**config.mk**
```make
export PLATFORM = sky130hd
export DESIGN_NAME = barrier_gate_controller_core
export DESIGN_NICKNAME = d
export VERILOG_FILES = /design/src/rtl/bgc_pkg.sv /design/src/rtl/barrier_gate_controller_core.sv
export SDC_FILE = /design/constraint.sdc
export NUM_CORES = 1
export LEC_CHECK = 0
export ABC_AREA = 1
export BUFFER_PORTS_ARGS = -buffer_cell sky130_fd_sc_hd__buf_2
export CAP_MARGIN = 20
export CORE_MARGIN = 2
export CORE_UTILIZATION = 33
export DETAILED_ROUTE_END_ITERATION = 16
export HOLD_SLACK_MARGIN = 0.08
export SLEW_MARGIN = 20
export SYNTH_ARGS = -nofsm -noshare
export SYNTH_HDL_FRONTEND = slang
export SYNTH_SLANG_ARGS = --single-unit
```
**constraint.sdc**
```tcl
create_clock -name clk -period 8 [get_ports clk]
set_input_delay 0.8 -clock clk [delete_from_list [all_inputs] [get_ports clk]]
set_output_delay 0.8 -clock clk [all_outputs]
set_load 0.01 [all_outputs]
```
**src/rtl/bgc_pkg.sv**
```systemverilog
// Package for the barrier gate controller: phase, event and register codes,
// register reset values and default widths. No dependencies.
package bgc_pkg;

	// Phase of the barrier sequence
	typedef enum logic [2:0] {
		PH_IDLE    = 3'd0,
		PH_OPENING = 3'd1,
		PH_WAIT    = 3'd2,
		PH_DELAY   = 3'd3,
		PH_CLOSING = 3'd4
	} phase_t;

	// Servo motion events
	typedef enum logic [1:0] {
		MOT_NONE   = 2'd0,
		MOT_OPENED = 2'd1,
		MOT_CLOSED = 2'd2
	} motion_t;

	// Control events
	typedef enum logic [1:0] {
		CTL_NONE  = 2'd0,
		CTL_OPEN  = 2'd1,
		CTL_CAR   = 2'd2
	} control_t;

	// Register indexes (byte address / 4)
	typedef enum logic [2:0] {
		REG_STEP_TICKS  = 3'd0,
		REG_SAFE_DELAY  = 3'd1,
		REG_OPEN_ANGLE  = 3'd2,
		REG_CLOSE_ANGLE = 3'd3,
		REG_ACTIVE_LOW  = 3'd4
	} reg_idx_t;

	localparam int unsigned PHASE_TIMER_WIDTH = 16;
	localparam int unsigned ADDR_WIDTH        = 5;
	localparam int unsigned DATA_WIDTH        = 32;

	localparam logic [9:0]  MOVE_TIMER_MAX     = 10'd1023;
	localparam logic [9:0]  RST_STEP_TICKS     = 10'd15;
	localparam logic [15:0] RST_SAFE_DELAY     = 16'd1000;
	localparam logic [7:0]  RST_OPEN_ANGLE     = 8'd90;
	localparam logic [7:0]  RST_CLOSE_ANGLE    = 8'd0;
	localparam logic        RST_ACTIVE_LOW     = 1'b1;

endpackage

```
**src/rtl/barrier_gate_controller_core.sv**
```systemverilog
// Barrier gate controller top level: tick input register, single-pass state
// update and result register, APB register file. Depends on bgc_pkg.

// One input transfer is one millisecond tick and yields exactly one result
// transfer. A tick is taken every clock cycle unless the output stalls: the
// tick is captured in an input register, the whole barrier state (phase,
// servo angle, move and phase timers, car-seen and open-pending flags) is
// updated by one short combinational pass, and the result lands in an output
// register. The output register lets the next tick be processed while a
// result is being taken. Configuration registers are to be written through
// the APB port while the gate has no tick in flight; the block does not
// enforce it. A new closed angle moves the servo in idle and closing phases.
// The phase timer saturates at 2**PHASE_TIMER_WIDTH-1, the move timer at 1023.
module barrier_gate_controller_core #(
	parameter int unsigned PHASE_TIMER_WIDTH = bgc_pkg::PHASE_TIMER_WIDTH
) (
	input  logic        clk,
	input  logic        arst_n,
	// APB configuration port
	input  logic        psel,
	input  logic        penable,
	input  logic        pwrite,
	input  logic [bgc_pkg::ADDR_WIDTH-1:0] paddr,
	input  logic [bgc_pkg::DATA_WIDTH-1:0] pwdata,
	output logic [bgc_pkg::DATA_WIDTH-1:0] prdata,
	output logic        pready,
	// tick input channel
	input  logic        in_valid,
	output logic        in_stall,
	input  logic        open_request,
	input  logic        gate_sensor,
	input  logic [3:0]  queue_sensors,
	// result channel
	output logic        out_valid,
	input  logic        out_stall,
	output logic [7:0]  servo_angle,
	output logic [2:0]  gate_phase,
	output logic [1:0]  motion_event,
	output logic [1:0]  control_event,
	output logic [2:0]  waiting_count
);

	localparam int unsigned PTW   = PHASE_TIMER_WIDTH;
	localparam int unsigned CMP_W = (PTW > 16) ? PTW : 16;

	// configuration registers
	logic [9:0]  step_ticks_q;
	logic [15:0] safe_delay_q;
	logic [7:0]  open_angle_q;
	logic [7:0]  close_angle_q;
	logic        active_low_q;

	// state
	bgc_pkg::phase_t phase_q;
	logic [7:0]      angle_q;
	logic [9:0]      move_timer_q;
	logic [PTW-1:0]  phase_timer_q;
	logic            car_seen_q;
	logic            pending_q;

	// input stage
	logic        valid_s1;
	logic        req_s1;
	logic        gate_s1;
	logic [3:0]  queue_s1;

	// result register
	logic        out_valid_q;
	logic [7:0]  angle_out_q;
	logic [2:0]  phase_out_q;
	logic [1:0]  motion_out_q;
	logic [1:0]  control_out_q;
	logic [2:0]  count_out_q;

	logic advance;
	logic cfg_wr;
	bgc_pkg::reg_idx_t cfg_idx;

	// next-state values
	bgc_pkg::phase_t    phase_n;
	bgc_pkg::phase_t    phase_mid;
	logic [7:0]         angle_n;
	logic [9:0]         move_timer_n;
	logic [PTW-1:0]     phase_timer_inc;
	logic [PTW-1:0]     phase_timer_n;
	logic               car_seen_n;
	logic               pending_n;
	bgc_pkg::motion_t   motion_n;
	bgc_pkg::control_t  control_n;
	logic [2:0]         count_n;
	logic [7:0]         target;
	logic               step;
	logic               reach_open;
	logic               reach_closed;
	logic               start_open;
	logic               car_arrive;
	logic               car_leave;
	logic               delay_done;
	logic               car_gate;
	logic [3:0]         car_queue;

	// handshake
	assign advance   = valid_s1 && (!out_valid_q || !out_stall);
	assign in_stall  = valid_s1 && !advance;
	assign out_valid = out_valid_q;

	// APB access
	assign pready  = 1'b1;
	assign cfg_wr  = psel && penable && pwrite;
	assign cfg_idx = bgc_pkg::reg_idx_t'(paddr[4:2]);

	always_comb begin
		prdata = '0;
		unique case (cfg_idx)
			bgc_pkg::REG_STEP_TICKS:  prdata = {22'd0, step_ticks_q};
			bgc_pkg::REG_SAFE_DELAY:  prdata = {16'd0, safe_delay_q};
			bgc_pkg::REG_OPEN_ANGLE:  prdata = {24'd0, open_angle_q};
			bgc_pkg::REG_CLOSE_ANGLE: prdata = {24'd0, close_angle_q};
			bgc_pkg::REG_ACTIVE_LOW:  prdata = {31'd0, active_low_q};
			default:                  prdata = '0;
		endcase
	end

	always_ff @(posedge clk or negedge arst_n) begin
		if (!arst_n) begin
			step_ticks_q  <= bgc_pkg::RST_STEP_TICKS;
			safe_delay_q  <= bgc_pkg::RST_SAFE_DELAY;
			open_angle_q  <= bgc_pkg::RST_OPEN_ANGLE;
			close_angle_q <= bgc_pkg::RST_CLOSE_ANGLE;
			active_low_q  <= bgc_pkg::RST_ACTIVE_LOW;
		end else if (cfg_wr) begin
			unique case (cfg_idx)
				bgc_pkg::REG_STEP_TICKS:  step_ticks_q  <= pwdata[9:0];
				bgc_pkg::REG_SAFE_DELAY:  safe_delay_q  <= pwdata[15:0];
				bgc_pkg::REG_OPEN_ANGLE:  open_angle_q  <= pwdata[7:0];
				bgc_pkg::REG_CLOSE_ANGLE: close_angle_q <= pwdata[7:0];
				bgc_pkg::REG_ACTIVE_LOW:  active_low_q  <= pwdata[0];
				default: ;
			endcase
		end
	end

	// capture the tick
	always_ff @(posedge clk or negedge arst_n) begin
		if (!arst_n) begin
			valid_s1 <= 1'b0;
		end else if (!in_stall) begin
			valid_s1 <= in_valid;
		end
	end

	always_ff @(posedge clk) begin
		if (in_valid && !in_stall) begin
			req_s1   <= open_request;
			gate_s1  <= gate_sensor;
			queue_s1 <= queue_sensors;
		end
	end

	// sensor decode: a car is present when the level differs from the polarity bit
	assign car_gate  = gate_s1 ^ active_low_q;
	assign car_queue = queue_s1 ^ {4{active_low_q}};

	always_comb begin
		count_n = 3'(car_queue[0]) + 3'(car_queue[1]) + 3'(car_queue[2]) + 3'(car_queue[3]);
	end

	// servo target for the current phase
	always_comb begin
		unique case (phase_q) inside
			bgc_pkg::PH_OPENING, bgc_pkg::PH_WAIT, bgc_pkg::PH_DELAY: target = open_angle_q;
			default: target = close_angle_q;
		endcase
	end

	// servo move and end-of-travel check
	always_comb begin
		move_timer_n    = (move_timer_q != bgc_pkg::MOVE_TIMER_MAX) ? move_timer_q + 10'd1
		                                                            : move_timer_q;
		phase_timer_inc = (phase_timer_q != {PTW{1'b1}}) ? phase_timer_q + PTW'(1)
		                                                : phase_timer_q;
		step            = (move_timer_n >= step_ticks_q);
		angle_n         = angle_q;
		if (step) begin
			move_timer_n = '0;
			if (angle_q < target) begin
				angle_n = angle_q + 8'd1;
			end else if (angle_q > target) begin
				angle_n = angle_q - 8'd1;
			end
		end
		reach_open   = step && phase_q == bgc_pkg::PH_OPENING && angle_n == open_angle_q;
		reach_closed = step && phase_q == bgc_pkg::PH_CLOSING && angle_n == close_angle_q;
		phase_mid    = phase_q;
		if (reach_open) begin
			phase_mid = bgc_pkg::PH_WAIT;
		end else if (reach_closed) begin
			phase_mid = bgc_pkg::PH_IDLE;
		end
	end

	// phase actions after the servo update
	assign start_open = (phase_mid == bgc_pkg::PH_IDLE) && (pending_q || req_s1);
	assign car_arrive = (phase_mid == bgc_pkg::PH_WAIT) && !car_seen_q && car_gate;
	assign car_leave  = (phase_mid == bgc_pkg::PH_WAIT) && car_seen_q && !car_gate;
	assign delay_done = (phase_mid == bgc_pkg::PH_DELAY) &&
	                    (CMP_W'(phase_timer_inc) >= CMP_W'(safe_delay_q));

	// next phase and flags for one tick
	always_comb begin
		phase_n       = phase_mid;
		phase_timer_n = (reach_open || reach_closed) ? '0 : phase_timer_inc;
		pending_n     = pending_q || req_s1;
		car_seen_n    = car_seen_q;
		unique case (phase_mid)
			bgc_pkg::PH_IDLE: begin
				if (start_open) begin
					pending_n     = 1'b0;
					phase_n       = bgc_pkg::PH_OPENING;
					phase_timer_n = '0;
				end
			end
			bgc_pkg::PH_WAIT: begin
				if (car_arrive) begin
					car_seen_n = 1'b1;
				end else if (car_leave) begin
					car_seen_n    = 1'b0;
					phase_n       = bgc_pkg::PH_DELAY;
					phase_timer_n = '0;
				end
			end
			bgc_pkg::PH_DELAY: begin
				if (delay_done) begin
					phase_n       = bgc_pkg::PH_CLOSING;
					phase_timer_n = '0;
				end
			end
			default: ;
		endcase
	end

	// events reported for one tick
	always_comb begin
		motion_n  = bgc_pkg::MOT_NONE;
		control_n = bgc_pkg::CTL_NONE;
		if (reach_open) begin
			motion_n = bgc_pkg::MOT_OPENED;
		end else if (reach_closed) begin
			motion_n = bgc_pkg::MOT_CLOSED;
		end
		if (start_open) begin
			control_n = bgc_pkg::CTL_OPEN;
		end else if (car_arrive) begin
			control_n = bgc_pkg::CTL_CAR;
		end
	end

	// commit state on each processed tick
	always_ff @(posedge clk or negedge arst_n) begin
		if (!arst_n) begin
			phase_q       <= bgc_pkg::PH_IDLE;
			angle_q       <= bgc_pkg::RST_CLOSE_ANGLE;
			move_timer_q  <= '0;
			phase_timer_q <= '0;
			car_seen_q    <= 1'b0;
			pending_q     <= 1'b0;
		end else if (advance) begin
			phase_q       <= phase_n;
			angle_q       <= angle_n;
			move_timer_q  <= move_timer_n;
			phase_timer_q <= phase_timer_n;
			car_seen_q    <= car_seen_n;
			pending_q     <= pending_n;
		end
	end

	// result register: load on advance, drop once taken
	always_ff @(posedge clk or negedge arst_n) begin
		if (!arst_n) begin
			out_valid_q <= 1'b0;
		end else if (advance) begin
			out_valid_q <= 1'b1;
		end else if (!out_stall) begin
			out_valid_q <= 1'b0;
		end
	end

	always_ff @(posedge clk) begin
		if (advance) begin
			angle_out_q   <= angle_n;
			phase_out_q   <= phase_n;
			motion_out_q  <= motion_n;
			control_out_q <= control_n;
			count_out_q   <= count_n;
		end
	end

	assign servo_angle   = angle_out_q;
	assign gate_phase    = phase_out_q;
	assign motion_event  = motion_out_q;
	assign control_event = control_out_q;
	assign waiting_count = count_out_q;

`ifndef ASSERT_OFF
	// fully opened always lands in wait-for-car
	a_opened_wait: assert property (@(posedge clk) disable iff (!arst_n)
		out_valid && motion_event == bgc_pkg::MOT_OPENED |-> gate_phase == bgc_pkg::PH_WAIT)
		else $error("opened event without wait phase");

	// an opening start always reports the opening phase
	a_open_phase: assert property (@(posedge clk) disable iff (!arst_n)
		out_valid && control_event == bgc_pkg::CTL_OPEN |-> gate_phase == bgc_pkg::PH_OPENING)
		else $error("open start without opening phase");

	// fully closed ends in idle or an immediate reopen
	a_closed_idle: assert property (@(posedge clk) disable iff (!arst_n)
		out_valid && motion_event == bgc_pkg::MOT_CLOSED |->
		gate_phase == bgc_pkg::PH_IDLE || gate_phase == bgc_pkg::PH_OPENING)
		else $error("closed event in wrong phase");

	// the car flag lives only in wait-for-car
	a_car_seen: assert property (@(posedge clk) disable iff (!arst_n)
		car_seen_q |-> phase_q == bgc_pkg::PH_WAIT)
		else $error("car flag outside wait phase");

	// state holds when no tick is processed
	a_state_hold: assert property (@(posedge clk) disable iff (!arst_n)
		!advance |=> $stable(angle_q) && $stable(phase_q))
		else $error("state changed without a tick");
`endif

endmodule
```
==> impl_metrics.json <==
{
  "synth-simple-area-share": 0.281,
  "power.leakage_nw": 3.95,
  "io_buffers": 67,
  "synth_area_per_cell_um2": 7.78,
  "required_ps": 8300,
  "synth.area.mux_share": 0,
  "p_int_mw": 1.38,
  "fin_setup_tns_ps": 0,
  "netlist-cell-type-count": 54,
  "path_clk_slew_ps": 70,
  "final_cell_mix": "nand2_1, inv_1, o21ai_0, dfrtp_1, buf_2",
  "worst_slack_ps": 3110,
  "synth-edff-count": 24,
  "crit_slowest_cell": "nor3_4",
  "die_x_um": 150,
  "dpl_worst_slack_ps": 3130,
  "ys_seq_area_frac": 0.402,
  "finalPower_mw": 2.46,
  "period_needed_ps": 4890,
  "whs_ps": 256,
  "synth_cells": 909,
  "hpwl_um": 12900,
  "final_area_mm2": 0.00795,
  "cpPeakStageDelay_ps": 770,
  "ctsResizeCount": 0,
  "synthXorXnorAreaFrac": 0.0416,
  "placeableCoreArea_mm2": 0.0210,
  "max-vdd-ir-drop_uv": 166,
  "clkPwrFrac": 0.198,
  "slew_headroom": 0.297,
  "vias_per_cell": 4.66,
  "syn-cell-area_mm2": 0.00707,
  "outcome": "completed",
  "swShare": 0.440,
  "rr_worst_depth": 30,
  "detail-route-antenna-nets": 0,
  "maxSlewViolCount": 0,
  "ys_seq_elements": 108,
  "synth_top_family_by_area": "simple AND/OR/NAND/NOR gates",
  "synth_compound_area_frac": 0.0941,
  "cts_tree": "done",
  "synthAdderAreaFrac": 0.0736,
  "cts_root_buffer": "clkbuf_16",
  "io_pins": 103,
  "ys_warn_count": 0,
  "r2r-end": "phase_timer_q[2]",
  "wl_per_cell_um": 13.4,
  "fp-row-count": 53,
  "clk_latency_ps": 360,
  "crit_top_cell": "nand2_1",
  "fin_crit_sh": 0.612,
  "die_area_mm2": 0.0226,
  "synthArstFlopShare": 0.778,
  "htree_num_levels": 3,
  "place_inst": 1233,
  "synth_ff_type": "dfrtp_1",
  "r2r-start": "move_timer_q[1]",
  "setup_viol_count_final": 0,
  "first_global_vias": 5414,
  "combPwrFrac": 0.471,
  "worstSetupStartpointType": "flop",
  "hold_violations": 0,
  "final_common_cell": "nand2_1",
  "fin_cells": 1250,
  "seqCellArea_mm2": 0.00284,
  "grt_pass1_wl_um": 27700,
  "n_antenna_cell": 0,
  "end_kind": "flop",
  "p_switching_mw": 1.08,
  "vias": 5829,
  "drt-total-wl_um": 16800,
  "track_usage": 0.157,
  "dr.pass1.iters": 5,
  "drive_above_1_share": 0.154,
  "max-cap-violations": 0,
  "crit_fanout": 17,
  "numCtsBuffers": 9,
  "utilization": 0.378,
  "cellPowerDensity_mw_per_mm2": 309,
  "gp_congestion": 0.873,
  "syn_to_final_growth_pct": 12.4,
  "power_frac_seq": 0.331,
  "fin_skew_ps": 13.2,
  "start_util": 0.336,
  "antenna_found_initial": 0,
  "die_h_um": 150,
  "grt_max_degree": 78,
  "cts_setup_buffers": 0,
  "worstMarginPinSlew_ps": 1050,
  "setup.worst_path.start": "move_timer_q[1]",
  "multi_input_area_mm2": 0.00354,
  "placed_cell_area_mm2": 0.00762,
  "nets": 1061,
  "drc": 0,
  "fmax_ghz": 0.204,
  "ctsHoldBuffers": 0,
  "clock_sinks": 108,
  "ff2ff_setup_slack_ps": 3110,
  "first_iter_violations": 325,
  "cts_buffer_depth": 2,
  "hp-class": "input port to asynchronous set/reset pin",
  "grt_overflow_total": 0,
  "path_class": "flop to flop",
  "rsz0062_at_grt": "false",
  "cp.arrival_ps": 5190,
  "fill_cells": 2237,
  "crit_end": "phase_timer_q[2]"
}
[kinds of logic after synthesis]
group,after synthesis
AND/OR/NAND/NOR,434
buffers and inverters,177
AO/OA/AOI/OAI,120
flip-flops,108
adder cells (fa/ha/maj),41
XOR/XNOR,27
other,2
[cells in the mapped netlist (all sizes together), types with 7 or more instances]
cell	count	area, um2
a21oi	25	125
buf	21	166
clkbuf	16	60.1
dfrtp	69	1730
dfstp	15	394
edfxtp	24	721
ha	40	500
inv	137	514
nand2	263	1030
nand3	61	395
nand4	16	106
nor2	65	272
nor3	19	111
o2111ai	7	61.3
o21ai	72	364
xor2	20	190
[flip-flops by register name, indices dropped and copies added (netlist names)]
name and cells:
move_timer_q 10, control_event 2, car_seen_q 1, servo_angle 8
pending_q 1, close_angle_q 8, motion_event 2, step_ticks_q 10
gate_phase 3, angle_q 8, out_valid 1, active_low_q 1
req_s1 1, safe_delay_q 16, gate_s1 1, queue_s1 4
valid_s1 1, phase_timer_q 16, waiting_count 3, open_angle_q 8
phase_q 3
[routing by layer]
metal  part of all wire  global-route usage  up-vias
met1               0.50               0.228     2654
met3              0.064              0.0403       15
met2               0.42               0.234      140
met5                  0                   0        -
met4             0.0095              0.0368        0
li1                   -                   -     3020
[layout make-up]
class,count,share of cell area
Sequential cell,108,0.358
Timing Repair Buffer,72,0.0474
Inverter,140,0.0661
Clock buffer,11,0.0293
Multi-Input combinational cell,639,0.446
Tap cell,275,0.0433
Clock inverter,5,0.0106
[worst min path at each step]
stage | from | end | slack (ps)
6_report | arst_n | car_seen_q | 260
5_1_grt | arst_n | car_seen_q | 250
4_1_cts | arst_n | car_seen_q | 250
3_5_place_dp | step_ticks_q[9] | step_ticks_q[9] | 470
3_3_place_gp | step_ticks_q[9] | step_ticks_q[9] | 460
2_1_floorplan | valid_s1 | out_valid | 430
[power by group through the flow]
| stage | clock network [mW] | logic, mW | registers (mW) |
|---|---|---|---|
| after detailed placement | 0 | 1.16 | 0.821 |
| after CTS | 0.502 | 1.17 | 0.813 |
| after global placement | 0 | 1.14 | 0.821 |
| after floorplan | 0 | 0.905 | 0.799 |
| after global routing | 0.526 | 1.34 | 0.830 |
| final | 0.486 | 1.16 | 0.813 |
[critical path: cells and delay by family, from the launching register on]
| kind | cells | cell delay, ps |
|---|---|---|
| AO/OA/AOI/OAI | 1 | 210 |
| XOR/XNOR | 1 | 240 |
| adder cells (fa/ha/maj) | 2 | 450 |
| buffers and inverters | 6 | 420 |
| flip-flops | 1 | 360 |
| AND/OR/NAND/NOR | 20 | 3130 |
(Power assumes the default switching activity.)
